$ cat src/sv/rgbl_pkg.sv
package rgbl_pkg;

  // Mode codes as held in the mode register and reported on active_mode.
  localparam logic [1:0] MODE_SOLID   = 2'd0;
  localparam logic [1:0] MODE_BLINK   = 2'd1;
  localparam logic [1:0] MODE_BREATHE = 2'd2;
  localparam logic [1:0] MODE_UNUSED  = 2'd3;

  // Register indexes on the configuration port.
  localparam logic [2:0] REG_MODE        = 3'd0;
  localparam logic [2:0] REG_BACKGROUND  = 3'd1;
  localparam logic [2:0] REG_FLASH       = 3'd2;
  localparam logic [2:0] REG_ON_TIME     = 3'd3;
  localparam logic [2:0] REG_OFF_TIME    = 3'd4;
  localparam logic [2:0] REG_BLINK_COUNT = 3'd5;
  localparam logic [2:0] REG_RISE_SPEED  = 3'd6;
  localparam logic [2:0] REG_FALL_SPEED  = 3'd7;

  // Breathing ramp constants.
  localparam logic [7:0] RAMP_TOP       = 8'd200;
  localparam logic [7:0] RAMP_MID       = 8'd100;
  localparam logic [7:0] RAMP_HIGH_EDGE = 8'd195;
  localparam logic [7:0] SPEED_SPLIT    = 8'd5;
  localparam logic [6:0] DUTY_FLOOR     = 7'd3;

  // Bound on the blink tick counter, which stays below 2*(255+255).
  localparam logic [10:0] TICK_MAX = 11'd1020;

  typedef struct packed {
    logic [1:0] mode;
    logic [2:0] background_color;
    logic [2:0] blink_color;
    logic [7:0] on_time;
    logic [7:0] off_time;
    logic [7:0] blink_count;
    logic [7:0] rise_speed;
    logic [7:0] fall_speed;
  } cfg_t;

  typedef struct packed {
    logic [2:0] pins_n;      // bit0 red, bit1 green, bit2 blue
    logic       pwm_enable;
    logic [6:0] duty;
    logic [1:0] active_mode;
  } result_t;

endpackage

$ cat src/sv/rgbl_cfg.sv
module rgbl_cfg (
  input  logic              clk,
  input  logic              rst,
  input  logic              cfg_write,
  input  logic [2:0]        cfg_index,
  input  logic [7:0]        cfg_data,
  output rgbl_pkg::cfg_t    cfg,
  output logic              restart
);

  // Register file, masked to each register's width.
  always_ff @(posedge clk) begin
    if (rst) begin
      cfg <= '0;
    end else if (cfg_write) begin
      case (cfg_index)
        rgbl_pkg::REG_MODE:        cfg.mode             <= cfg_data[1:0];
        rgbl_pkg::REG_BACKGROUND:  cfg.background_color <= cfg_data[2:0];
        rgbl_pkg::REG_FLASH:       cfg.blink_color      <= cfg_data[2:0];
        rgbl_pkg::REG_ON_TIME:     cfg.on_time          <= cfg_data;
        rgbl_pkg::REG_OFF_TIME:    cfg.off_time         <= cfg_data;
        rgbl_pkg::REG_BLINK_COUNT: cfg.blink_count      <= cfg_data;
        rgbl_pkg::REG_RISE_SPEED:  cfg.rise_speed       <= cfg_data;
        rgbl_pkg::REG_FALL_SPEED:  cfg.fall_speed       <= cfg_data;
        default:                   cfg                  <= cfg;
      endcase
    end
  end

  // Any write restarts the run state; restart is registered, so it rises once the new value is held.
  always_ff @(posedge clk) begin
    if (rst) begin
      restart <= 1'b0;
    end else begin
      restart <= cfg_write;
    end
  end

endmodule

$ cat src/sv/rgbl_engine.sv
module rgbl_engine (
  input  logic              clk,
  input  logic              rst,
  input  rgbl_pkg::cfg_t    cfg,
  input  logic              restart,
  input  logic              step,
  input  logic              tick,
  output rgbl_pkg::result_t res
);

  logic [1:0]  run_mode, run_mode_next;
  logic        shown_valid, shown_valid_next;
  logic [2:0]  pin_levels, pin_levels_next;
  logic [10:0] tick_count, tick_count_next;
  logic [7:0]  periods_left, periods_left_next;
  logic [7:0]  ramp_index, ramp_index_next;
  logic [7:0]  ramp_prescale, ramp_prescale_next;
  logic [6:0]  duty_level, duty_level_next;
  logic        pwm_on, pwm_on_next;

  logic [10:0] tick_inc;
  logic [10:0] on_end;
  logic [10:0] period_end;
  logic        rising;
  logic [7:0]  speed;
  logic [7:0]  limit;
  logic [7:0]  ramp_sum;
  logic [7:0]  prescale_inc;
  logic [7:0]  ramp_new;

  // Blink timing: one counter compared against the on and period ends.
  assign tick_inc   = tick_count + 11'd1;
  assign on_end     = {2'b00, cfg.on_time, 1'b0};
  assign period_end = {2'b00, cfg.on_time, 1'b0} + {2'b00, cfg.off_time, 1'b0};

  // Breathing ramp: the phase picks its speed and its upper limit.
  assign rising       = (ramp_index < rgbl_pkg::RAMP_MID);
  assign speed        = rising ? cfg.rise_speed : cfg.fall_speed;
  assign limit        = rising ? rgbl_pkg::RAMP_MID : rgbl_pkg::RAMP_TOP;
  assign ramp_sum     = ramp_index + (rgbl_pkg::SPEED_SPLIT - speed);
  assign prescale_inc = ramp_prescale + 8'd1;

  always_comb begin
    run_mode_next      = run_mode;
    shown_valid_next   = shown_valid;
    pin_levels_next    = pin_levels;
    tick_count_next    = tick_count;
    periods_left_next  = periods_left;
    ramp_index_next    = ramp_index;
    ramp_prescale_next = ramp_prescale;
    duty_level_next    = duty_level;
    pwm_on_next        = pwm_on;
    ramp_new           = ramp_index;

    if (restart) begin
      // Restart after a register write; the pins keep their levels.
      run_mode_next      = (cfg.mode == rgbl_pkg::MODE_UNUSED) ? rgbl_pkg::MODE_SOLID
                                                               : cfg.mode;
      shown_valid_next   = 1'b0;
      tick_count_next    = '0;
      periods_left_next  = cfg.blink_count;
      ramp_index_next    = '0;
      ramp_prescale_next = '0;
      duty_level_next    = '0;
      pwm_on_next        = (cfg.mode == rgbl_pkg::MODE_BREATHE);
    end else if (step && tick) begin
      case (run_mode)
        rgbl_pkg::MODE_BLINK: begin
          tick_count_next = tick_inc;
          if (tick_inc == 11'd1) begin
            pin_levels_next = ~cfg.blink_color;
          end else if (tick_inc == on_end) begin
            pin_levels_next = ~cfg.background_color;
          end else if (tick_inc >= period_end) begin
            tick_count_next = '0;
            if (periods_left != 8'd0) begin
              periods_left_next = periods_left - 8'd1;
            end
          end
          // A counted run that has just used its last period falls back to solid.
          if ((periods_left != 8'd0) && (periods_left_next == 8'd0)) begin
            shown_valid_next = 1'b0;
            tick_count_next  = '0;
            run_mode_next    = rgbl_pkg::MODE_SOLID;
            pwm_on_next      = 1'b0;
          end
        end
        rgbl_pkg::MODE_BREATHE: begin
          if (ramp_index < rgbl_pkg::RAMP_TOP) begin
            if (speed < rgbl_pkg::SPEED_SPLIT) begin
              ramp_new = (ramp_sum > limit) ? limit : ramp_sum;
            end else if (prescale_inc >= speed - rgbl_pkg::SPEED_SPLIT) begin
              ramp_prescale_next = '0;
              ramp_new           = ramp_index + 8'd1;
            end else begin
              ramp_prescale_next = prescale_inc;
            end
            ramp_index_next = ramp_new;
            if (rising) begin
              duty_level_next = (ramp_new < rgbl_pkg::SPEED_SPLIT) ? rgbl_pkg::DUTY_FLOOR
                                                                   : ramp_new[6:0];
            end else if (ramp_new > rgbl_pkg::RAMP_HIGH_EDGE) begin
              duty_level_next = rgbl_pkg::DUTY_FLOOR;
            end else begin
              duty_level_next = 7'(rgbl_pkg::RAMP_TOP - ramp_new);
            end
          end else begin
            ramp_index_next = '0;
            duty_level_next = '0;
          end
        end
        default: begin
          // Solid: write the background colour once after reset, each restart or the end of a counted blink run.
          if (!shown_valid) begin
            pin_levels_next  = ~cfg.background_color;
            shown_valid_next = 1'b1;
          end
        end
      endcase
    end
  end

  // State registers.
  always_ff @(posedge clk) begin
    if (rst) begin
      run_mode      <= rgbl_pkg::MODE_SOLID;
      shown_valid   <= 1'b0;
      pin_levels    <= 3'b111;
      tick_count    <= '0;
      periods_left  <= '0;
      ramp_index    <= '0;
      ramp_prescale <= '0;
      duty_level    <= '0;
      pwm_on        <= 1'b0;
    end else begin
      run_mode      <= run_mode_next;
      shown_valid   <= shown_valid_next;
      pin_levels    <= pin_levels_next;
      tick_count    <= tick_count_next;
      periods_left  <= periods_left_next;
      ramp_index    <= ramp_index_next;
      ramp_prescale <= ramp_prescale_next;
      duty_level    <= duty_level_next;
      pwm_on        <= pwm_on_next;
    end
  end

  // The result reports the state as it stands after this request.
  assign res.pins_n      = pin_levels_next;
  assign res.pwm_enable  = pwm_on_next;
  assign res.duty        = duty_level_next;
  assign res.active_mode = run_mode_next;

`ifndef SYNTH
  a_ramp_range: assert property (@(posedge clk) disable iff (rst)
    ramp_index <= rgbl_pkg::RAMP_TOP)
    else $error("ramp index beyond its top");

  a_duty_range: assert property (@(posedge clk) disable iff (rst)
    duty_level <= 7'(rgbl_pkg::RAMP_MID))
    else $error("duty above one hundred percent");

  a_pwm_mode: assert property (@(posedge clk) disable iff (rst)
    pwm_on == (run_mode == rgbl_pkg::MODE_BREATHE))
    else $error("pwm enable disagrees with the running mode");

  a_tick_range: assert property (@(posedge clk) disable iff (rst)
    tick_count <= rgbl_pkg::TICK_MAX)
    else $error("blink counter ran past the longest period");

  a_restart_clear: assert property (@(posedge clk) disable iff (rst)
    restart |=> (tick_count == 11'd0) && (ramp_index == 8'd0) && !shown_valid)
    else $error("restart did not clear the run state");
`endif

endmodule

$ cat src/sv/rgb_led_blink_breathe_controller.sv
// RGB LED blink and breathing controller. Each request carries one tick bit
// (one 10 ms tick when set, a plain status read when clear) and returns exactly
// one result with the active-low pin levels, the PWM enable, the breathing duty
// and the running mode. A request passes an input register and then the state
// update, whose outcome lands in the output register that offers the result;
// both registers hold while a result waits for out_ready. A new request is
// taken in every cycle while results are being collected, so the sustained
// rate is one request per cycle. Register writes restart the run state through
// a registered pulse and must be made while no request is in flight.
module rgb_led_blink_breathe_controller (
  input  logic       clk,
  input  logic       rst,
  input  logic       cfg_write,
  input  logic [2:0] cfg_index,
  input  logic [7:0] cfg_data,
  input  logic       in_valid,
  output logic       in_ready,
  input  logic       tick,
  output logic       out_valid,
  input  logic       out_ready,
  output logic       red_pin_n,
  output logic       green_pin_n,
  output logic       blue_pin_n,
  output logic       pwm_enable,
  output logic [6:0] duty,
  output logic [1:0] active_mode
);

  rgbl_pkg::cfg_t    cfg;
  rgbl_pkg::result_t res;
  rgbl_pkg::result_t out_res;
  logic              restart;
  logic              s1_valid;
  logic              s1_tick;
  logic              advance;
  logic              step;

  rgbl_cfg u_cfg (
    .clk       (clk),
    .rst       (rst),
    .cfg_write (cfg_write),
    .cfg_index (cfg_index),
    .cfg_data  (cfg_data),
    .cfg       (cfg),
    .restart   (restart)
  );

  // Handshake: the input stage moves on whenever the output register is free.
  assign advance  = !out_valid || out_ready;
  assign in_ready = !s1_valid || advance;
  assign step     = s1_valid && advance;

  always_ff @(posedge clk) begin
    if (rst) begin
      s1_valid <= 1'b0;
    end else if (in_ready) begin
      s1_valid <= in_valid;
    end
  end

  always_ff @(posedge clk) begin
    if (in_valid && in_ready) begin
      s1_tick <= tick;
    end
  end

  rgbl_engine u_engine (
    .clk     (clk),
    .rst     (rst),
    .cfg     (cfg),
    .restart (restart),
    .step    (step),
    .tick    (s1_tick),
    .res     (res)
  );

  // Output register.
  always_ff @(posedge clk) begin
    if (rst) begin
      out_valid <= 1'b0;
    end else if (advance) begin
      out_valid <= s1_valid;
    end
  end

  always_ff @(posedge clk) begin
    if (step) begin
      out_res <= res;
    end
  end

  assign red_pin_n   = out_res.pins_n[0];
  assign green_pin_n = out_res.pins_n[1];
  assign blue_pin_n  = out_res.pins_n[2];
  assign pwm_enable  = out_res.pwm_enable;
  assign duty        = out_res.duty;
  assign active_mode = out_res.active_mode;

endmodule

$ cat config.mk
export PLATFORM = sky130hd
export DESIGN_NAME = rgb_led_blink_breathe_controller
export DESIGN_NICKNAME = d
export VERILOG_FILES = /design/src/sv/rgbl_pkg.sv /design/src/sv/rgbl_cfg.sv /design/src/sv/rgbl_engine.sv /design/src/sv/rgb_led_blink_breathe_controller.sv
export SDC_FILE = /design/constraint.sdc
export NUM_CORES = 1
export LEC_CHECK = 0
export ABC_CLOCK_PERIOD_IN_PS = 5800
export BUFFER_PORTS_ARGS = -buffer_cell sky130_fd_sc_hd__buf_2
export CORE_ASPECT_RATIO = 0.9
export CORE_UTILIZATION = 40
export DETAILED_ROUTE_END_ITERATION = 8
export HOLD_SLACK_MARGIN = 0.08
export SLEW_MARGIN = 20
export SYNTH_ARGS = -nofsm -noshare
export SYNTH_HDL_FRONTEND = slang
export SYNTH_SLANG_ARGS = --single-unit
$ cat constraint.sdc
create_clock -name clk -period 5.8 [get_ports clk]
set_input_delay 0.87 -clock clk [delete_from_list [all_inputs] [get_ports clk]]
set_output_delay 0.87 -clock clk [all_outputs]
set_load 0.05 [all_outputs]
# Word-level counts from Yosys, hierarchy flattened
# Cells that the tools add are included.
[totals]
regBits = 114
input_bits = 17
word_cells = 136
[op_classes]
addsub = 9
order_cmp = 8
n_eq_ne = 14
mux = 49
bitwise_logic = 4
reduce_logical = 27
[ops]
columns = ["op", "count"]
rows = [
  ["8-bit two-way mux", 21],
  ["7-bit two-way mux", 7],
  ["11-bit two-way mux", 4],
  ["2-bit AND reduction", 11],
  ["8-bit by 1-bit adder with 8-bit output (second input constant)", 2],
  ["8-bit by 3-bit less-than comparator with 1-bit output (second input constant)", 2],
  ["3-bit two-way mux", 5],
  ["3-bit equality test (second input constant)", 4],
  ["11-bit by 1-bit adder with 11-bit output (second input constant)", 1],
  ["11-bit by 1-bit equality test with 1-bit output (second input constant)", 1],
  ["11-bit by 9-bit equality test with 1-bit output", 1],
  ["11-bit greater-or-equal comparator", 1],
  ["9-bit by 9-bit adder with 10-bit output", 1],
  ["2-bit two-way mux", 5],
  ["8-bit adder", 1],
  ["8-bit greater-or-equal comparator", 1],
  ["8-bit greater-than comparator", 1],
  ["8-bit greater-than comparator (second input constant)", 1],
  ["8-bit zero test", 1],
  ["8-bit by 7-bit less-than comparator with 1-bit output (second input constant)", 1],
  ["8-bit less-than comparator (second input constant)", 1],
  ["8-bit nonzero test", 1],
  ["3-bit by 8-bit subtractor with 8-bit output (first input constant)", 1],
  ["8-bit by 1-bit subtractor with 8-bit output (second input constant)", 1],
  ["other kinds (20)", 35],
]

# Depth between registers and ports, before layout
[logic_depth]
depth_word = 18
ltp_mapped = 28

# Modules after synthesis
# A second synthesis with hierarchy kept.
[unflattened]
hier_cells = 896
hier_area_um2 = 7965.1
[modules_own_cells]
columns = ["mod", "instances", "cells_per_inst", "area_per_inst_um2", "seq_area_each_um2"]
rows = [
  ["rgbl_engine", 1, 692, 5435.2, 980.9],
  ["rgbl_cfg", 1, 180, 2005.7, 980.9],
  ["rgb_led_blink_breathe_controller", 1, 24, 524.3, 460.4],
]

# Least setup slack after synthesis
# Ideal clock, no wire load.
[synth_path]
path_type = "flip-flop to flip-flop"
from = "reg u_engine.ramp_index[2]"
to = "reg out_res (netlist bit duty[6]) (data pin)"
setup_ps = 265
t_arrival_ps = 5516
slack_ps = 18
stages_incl_launch_ff = 29
n_path_buf = 3
period_less_slack_ps = 5782
path_cell_list = "dfxtp_1 buf_6 o311a_1 or2_1 buf_6 buf_12 mux2i_1 inv_1 ha_1 inv_1 ha_1 fa_1 a21o_1 a21oi_1 xnor2_1 ha_1 nand2b_1 a2111oi_0 a211oi_1 a41oi_1 a21oi_1 a21oi_1 inv_1 ha_1 inv_1 o21ai_1 a41o_1 o22ai_1 nor2_1"
[synth_lines]
columns = ["item", "line", "rtl"]
rows = [
  ["start, declared", "rgbl_engine.sv:16", "logic [7:0] ramp_index, ramp_index_next;"],
  ["start signal, assigned", "rgbl_engine.sv:141", "ramp_index <= ramp_index_next;"],
  ["end signal, assigned", "rgb_led_blink_breathe_controller.sv:88", "out_res <= res;"],
  ["end, declared", "rgb_led_blink_breathe_controller.sv:31", "rgbl_pkg::result_t out_res;"],
]

==> run_summary.xml <==
<?xml version="1.0" encoding="UTF-8"?>
<metrics>
  <group name="worst_setup_path">
    <metric name="setup.worst_path.end_class" unit="">register</metric>
    <metric name="reg2reg_from" unit="">u_engine.ramp_index[2]</metric>
    <metric name="cp_cell_sequence" unit="">o311a_1, or2_4, buf_4, mux2i_1, ha_1, ha_1, fa_1, a21o_1, a21oi_2, o21ai_1, xnor2_1, ha_1, nand2_1, or3_1, a211oi_4, or2_4, a211oi_2, buf_4, o31a_1, o21ai_1, xor2_1, o21ai_1</metric>
    <metric name="sort_of_element_at_the_start_of_the_critical_path" unit="">register</metric>
    <metric name="reg2reg_to" unit="">duty[5]</metric>
    <metric name="critPathTopFamily" unit="">compound AO/OA/AOI/OAI gates</metric>
    <metric name="worst_r2r_path_depth" unit="">22</metric>
    <metric name="cpMaxStageDelayCell" unit="">sky130_fd_sc_hd__fa_1</metric>
    <metric name="cp_data_required_time" unit="ns">5.97</metric>
    <metric name="worst_ep_arrival_time" unit="ns">5.59</metric>
    <metric name="critPathKind" unit="">reg -&gt; reg</metric>
    <metric name="cp_slowest_stage_delay" unit="ns">0.40</metric>
    <metric name="r2r_slack" unit="ns">0.38</metric>
    <metric name="critical_path_buf_inv_count" unit="">2</metric>
    <metric name="critical_path.max_fanout" unit="">9</metric>
  </group>
  <group name="floorplanning">
    <metric name="fp.coreArea" unit="um^2">17900</metric>
    <metric name="die-area" unit="um^2">19140</metric>
    <metric name="starting_density" unit="">0.4154</metric>
    <metric name="die_w" unit="um">145.7</metric>
    <metric name="placementRows" unit="">46</metric>
    <metric name="number_of_placed_i_o_pins" unit="">32</metric>
    <metric name="die_height" unit="um">131.3</metric>
  </group>
  <group name="synth">
    <metric name="syn-num-nets" unit="">976</metric>
    <metric name="ys_top_cells_by_area" unit="">sky130_fd_sc_hd__dfxtp_1 (27%), sky130_fd_sc_hd__ha_1 (8.6%), sky130_fd_sc_hd__nand2_1 (6.9%)</metric>
    <metric name="synth_area" unit="um^2">7435</metric>
    <metric name="synth-edff-count" unit="">14</metric>
    <metric name="dominantRegCellSynth" unit="">sky130_fd_sc_hd__dfxtp_1</metric>
    <metric name="async_flop_share" unit="">0</metric>
    <metric name="post-synth-top-area-cell" unit="">sky130_fd_sc_hd__dfxtp_1</metric>
    <metric name="synthDominantCellAreaShare" unit="">0.2693</metric>
    <metric name="synth.yosys.warnings" unit="">0</metric>
    <metric name="postSynthRegisterBits" unit="">114</metric>
    <metric name="seq_area_frac_synth" unit="">0.3258</metric>
    <metric name="netlist_instances" unit="">906</metric>
    <metric name="post_synth_num_cell_types" unit="">77</metric>
    <metric name="synth_area_per_cell" unit="um^2">8.206</metric>
  </group>
  <group name="sta">
    <metric name="worst_clock_skew" unit="ns">0.01487</metric>
    <metric name="hold_viol_final" unit="">0</metric>
    <metric name="finalWorstPathRequiredPeriod" unit="ns">5.421</metric>
    <metric name="finalSetupTns" unit="ns">0</metric>
    <metric name="whs" unit="ns">0.4518</metric>
    <metric name="min_period_over_period" unit="">0.9346</metric>
    <metric name="worstMarginPinSlew" unit="ns">0.7828</metric>
    <metric name="report.final.slew_viol_count" unit="">0</metric>
    <metric name="final.setup.worst_slack" unit="ns">0.3794</metric>
    <metric name="fmaxAchievable" unit="MHz">184.5</metric>
    <metric name="maxSlewHeadroom" unit="">0.4781</metric>
    <metric name="final-setup-viol-count" unit="">0</metric>
  </group>
  <group name="power_and_ir_drop">
    <metric name="vdd_ir_drop_max" unit="uV">234.8</metric>
    <metric name="cellLeakagePower" unit="nW">3.237</metric>
    <metric name="p_per_area" unit="nW/um^2">253.8</metric>
    <metric name="finalPower" unit="mW">2.179</metric>
  </group>
  <group name="clocking">
    <metric name="clock_sinks" unit="">114</metric>
    <metric name="root_buffer" unit="">sky130_fd_sc_hd__clkbuf_16</metric>
    <metric name="clk_latency" unit="ns">0.42</metric>
    <metric name="cts-hold-fix-buffers" unit="">0</metric>
    <metric name="cts_tree" unit="">done</metric>
    <metric name="numCtsBuffers" unit="">17</metric>
    <metric name="clk_pin_slew_worst_paths" unit="ns">0.06</metric>
    <metric name="htree_num_levels" unit="">4</metric>
    <metric name="clock_tree.buffer_depth" unit="">2</metric>
  </group>
  <group name="detailed_routing">
    <metric name="vias" unit="">6480</metric>
    <metric name="dr.first_iter.drc_count" unit="">505</metric>
    <metric name="drt_pre_antenna_iters" unit="">5</metric>
    <metric name="drt.antenna.violating_nets" unit="">0</metric>
    <metric name="remaining_drc_errors" unit="">0</metric>
    <metric name="post_drt_via_cell_ratio" unit="">5.441</metric>
    <metric name="postRouteWirelength" unit="mm">18.35</metric>
    <metric name="routedWlPerCell" unit="um">15.41</metric>
  </group>
  <group name="cells_and_area">
    <metric name="syn2layout_area_growth" unit="%">15.48</metric>
    <metric name="fillers" unit="">1757</metric>
    <metric name="fin_util" unit="">0.4797</metric>
    <metric name="final_nets" unit="">1009</metric>
    <metric name="layout.cells.most_common_list" unit="">sky130_fd_sc_hd__nand2_1 (136), sky130_fd_sc_hd__dfxtp_1 (100), sky130_fd_sc_hd__nor2_1 (82)</metric>
    <metric name="seqCellArea" unit="um^2">2422</metric>
    <metric name="layout-drive-gt1-share" unit="">0.1346</metric>
    <metric name="final_common_cell" unit="">sky130_fd_sc_hd__nand2_1</metric>
    <metric name="multiInputGateArea" unit="um^2">4732</metric>
    <metric name="final_cell_area" unit="um^2">8586</metric>
    <metric name="final-instance-count-excl-fill" unit="">1191</metric>
    <metric name="diodes" unit="">0</metric>
  </group>
  <group name="global_route">
    <metric name="number_of_global_route_vias_before_repair" unit="">6042</metric>
    <metric name="grt_start_max_net_pins" unit="">68</metric>
    <metric name="grt_pass1_wl" unit="mm">30.46</metric>
    <metric name="grt_antenna_before_repair" unit="">0</metric>
    <metric name="gr-total-overflow" unit="">0</metric>
    <metric name="grt_util_all_layers" unit="">0.1979</metric>
  </group>
  <group name="place">
    <metric name="dpl_worst_slack" unit="ns">0.1309</metric>
    <metric name="place_inst" unit="">1155</metric>
    <metric name="gp_congestion" unit="">0.8227</metric>
    <metric name="placedInstanceArea" unit="um^2">7844</metric>
    <metric name="hpwl" unit="mm">13.47</metric>
    <metric name="port_bufs" unit="">31</metric>
  </group>
  <group name="min_path">
    <metric name="number_of_cells_on_the_worst_hold_path" unit="">2</metric>
    <metric name="worstHoldPathType" unit="">reg -&gt; reg</metric>
    <metric name="worstHoldEndpoint" unit="">u_engine.periods_left[1]</metric>
    <metric name="hold_path_startpoint" unit="">u_cfg.cfg[17]</metric>
  </group>
  <group name="outcome">
    <metric name="status" unit="">finished clean</metric>
  </group>
  <group name="run">
    <metric name="max_cap_viol_count" unit="">0</metric>
  </group>
</metrics>
[worst max-delay path by stage]
stage,startpoint,end,cells after the start
3_3_place_gp,u_engine.ramp_index[2],duty[0],23
4_1_cts,u_engine.ramp_index[2],duty[0],23
6_report,u_engine.ramp_index[2],duty[5],22
5_1_grt,u_engine.ramp_index[2],duty[4],26
2_1_floorplan,u_engine.ramp_index[2],duty[6],28
3_5_place_dp,u_engine.ramp_index[2],duty[0],23
[flip-flops by register name (all words and copies together) (netlist names)]
signal	cells
blue_pin_n	1
out_valid	1
u_engine.shown_valid	1
active_mode	2
u_engine.ramp_index	8
u_cfg.cfg	48
u_engine.duty_level	7
u_engine.tick_count	11
s1_tick	1
red_pin_n	1
green_pin_n	1
pwm_enable	1
u_engine.periods_left	8
s1_valid	1
u_engine.pin_levels	3
duty	7
u_engine.pwm_on	1
u_cfg.restart	1
u_engine.run_mode	2
u_engine.ramp_prescale	8
[logic make-up (layout without fill, tap and decap cells)]
kind of cell               Yosys count  count (layout)  synth area share
and+or+nand+nor                    359             359            0.2275
DFF                                114             114            0.3258
buffers and inverters               79             124           0.04611
adders and majority gates           53              53           0.09122
muxes                               32              32           0.04662
AOI/OAI and AO/OA                  215             215            0.1972
xor gates and xnor gates            54              54           0.06547
[layer usage]
metal | global-route usage | part of all wire | up-vias
met4 | 0.05322 | 0.012 | 0
met5 | 0 | 0 | -
li1 | - | - | 3301
met3 | 0.04479 | 0.036 | 21
met2 | 0.3107 | 0.44 | 132
met1 | 0.2714 | 0.51 | 3026
[cell usage after synthesis, drive strengths merged, types with 5 or more instances]
master and instances:
a221oi 5, nand3 30, o2111ai 8, o21ai 41, nor2 82, nand2 136
ha 51, o211ai 5, and2 10, dfxtp 100, a211oi 14, and3 7
a31oi 9, a22oi 9, edfxtp 14, nand2b 7, mux2i 31, nand4 9
buf 13, xor2 16, nor3 20, o21a 7, o21bai 6, xnor2 37
a21oi 69, inv 35, nor4 12, or3 9, or2 11, a21o 7
clkbuf 31, nor2b 12
[where the power goes]
part	switching (mW)	internal (mW)	total, mW
sequential	0.00896	0.812	0.821
combinational	0.147	0.0839	0.231
clock	0.372	0.756	1.13
total	0.527	1.65	2.18
[what timing repair did]
item                       in CTS  in global routing
resized for setup               0                 14
buffers inserted                0                  5
setup endpoints to repair       0                 14
[worst reg2reg max path: cells and delay by family (launching register included)]
| kind | cells | cell delay (ns) |
|---|---|---|
| AO/OA/AOI/OAI | 9 | 1.78 |
| multiplexers | 1 | 0.16 |
| flip-flops | 1 | 0.31 |
| XOR/XNOR | 2 | 0.40 |
| adder cells (fa/ha/maj) | 4 | 1.22 |
| buffers and inverters | 2 | 0.37 |
| AND/OR/NAND/NOR | 4 | 0.93 |
[final cells by class]
type                            instances  share of cell area
Multi-Input combinational cell        713              0.5512
Sequential cell                       114              0.2821
Clock buffer                           24             0.06092
Timing Repair Buffer                   58             0.04168
Tap cell                              240             0.03498
Inverter                               35             0.01530
Clock inverter                          7             0.01384
(Power assumes the default switching activity.)
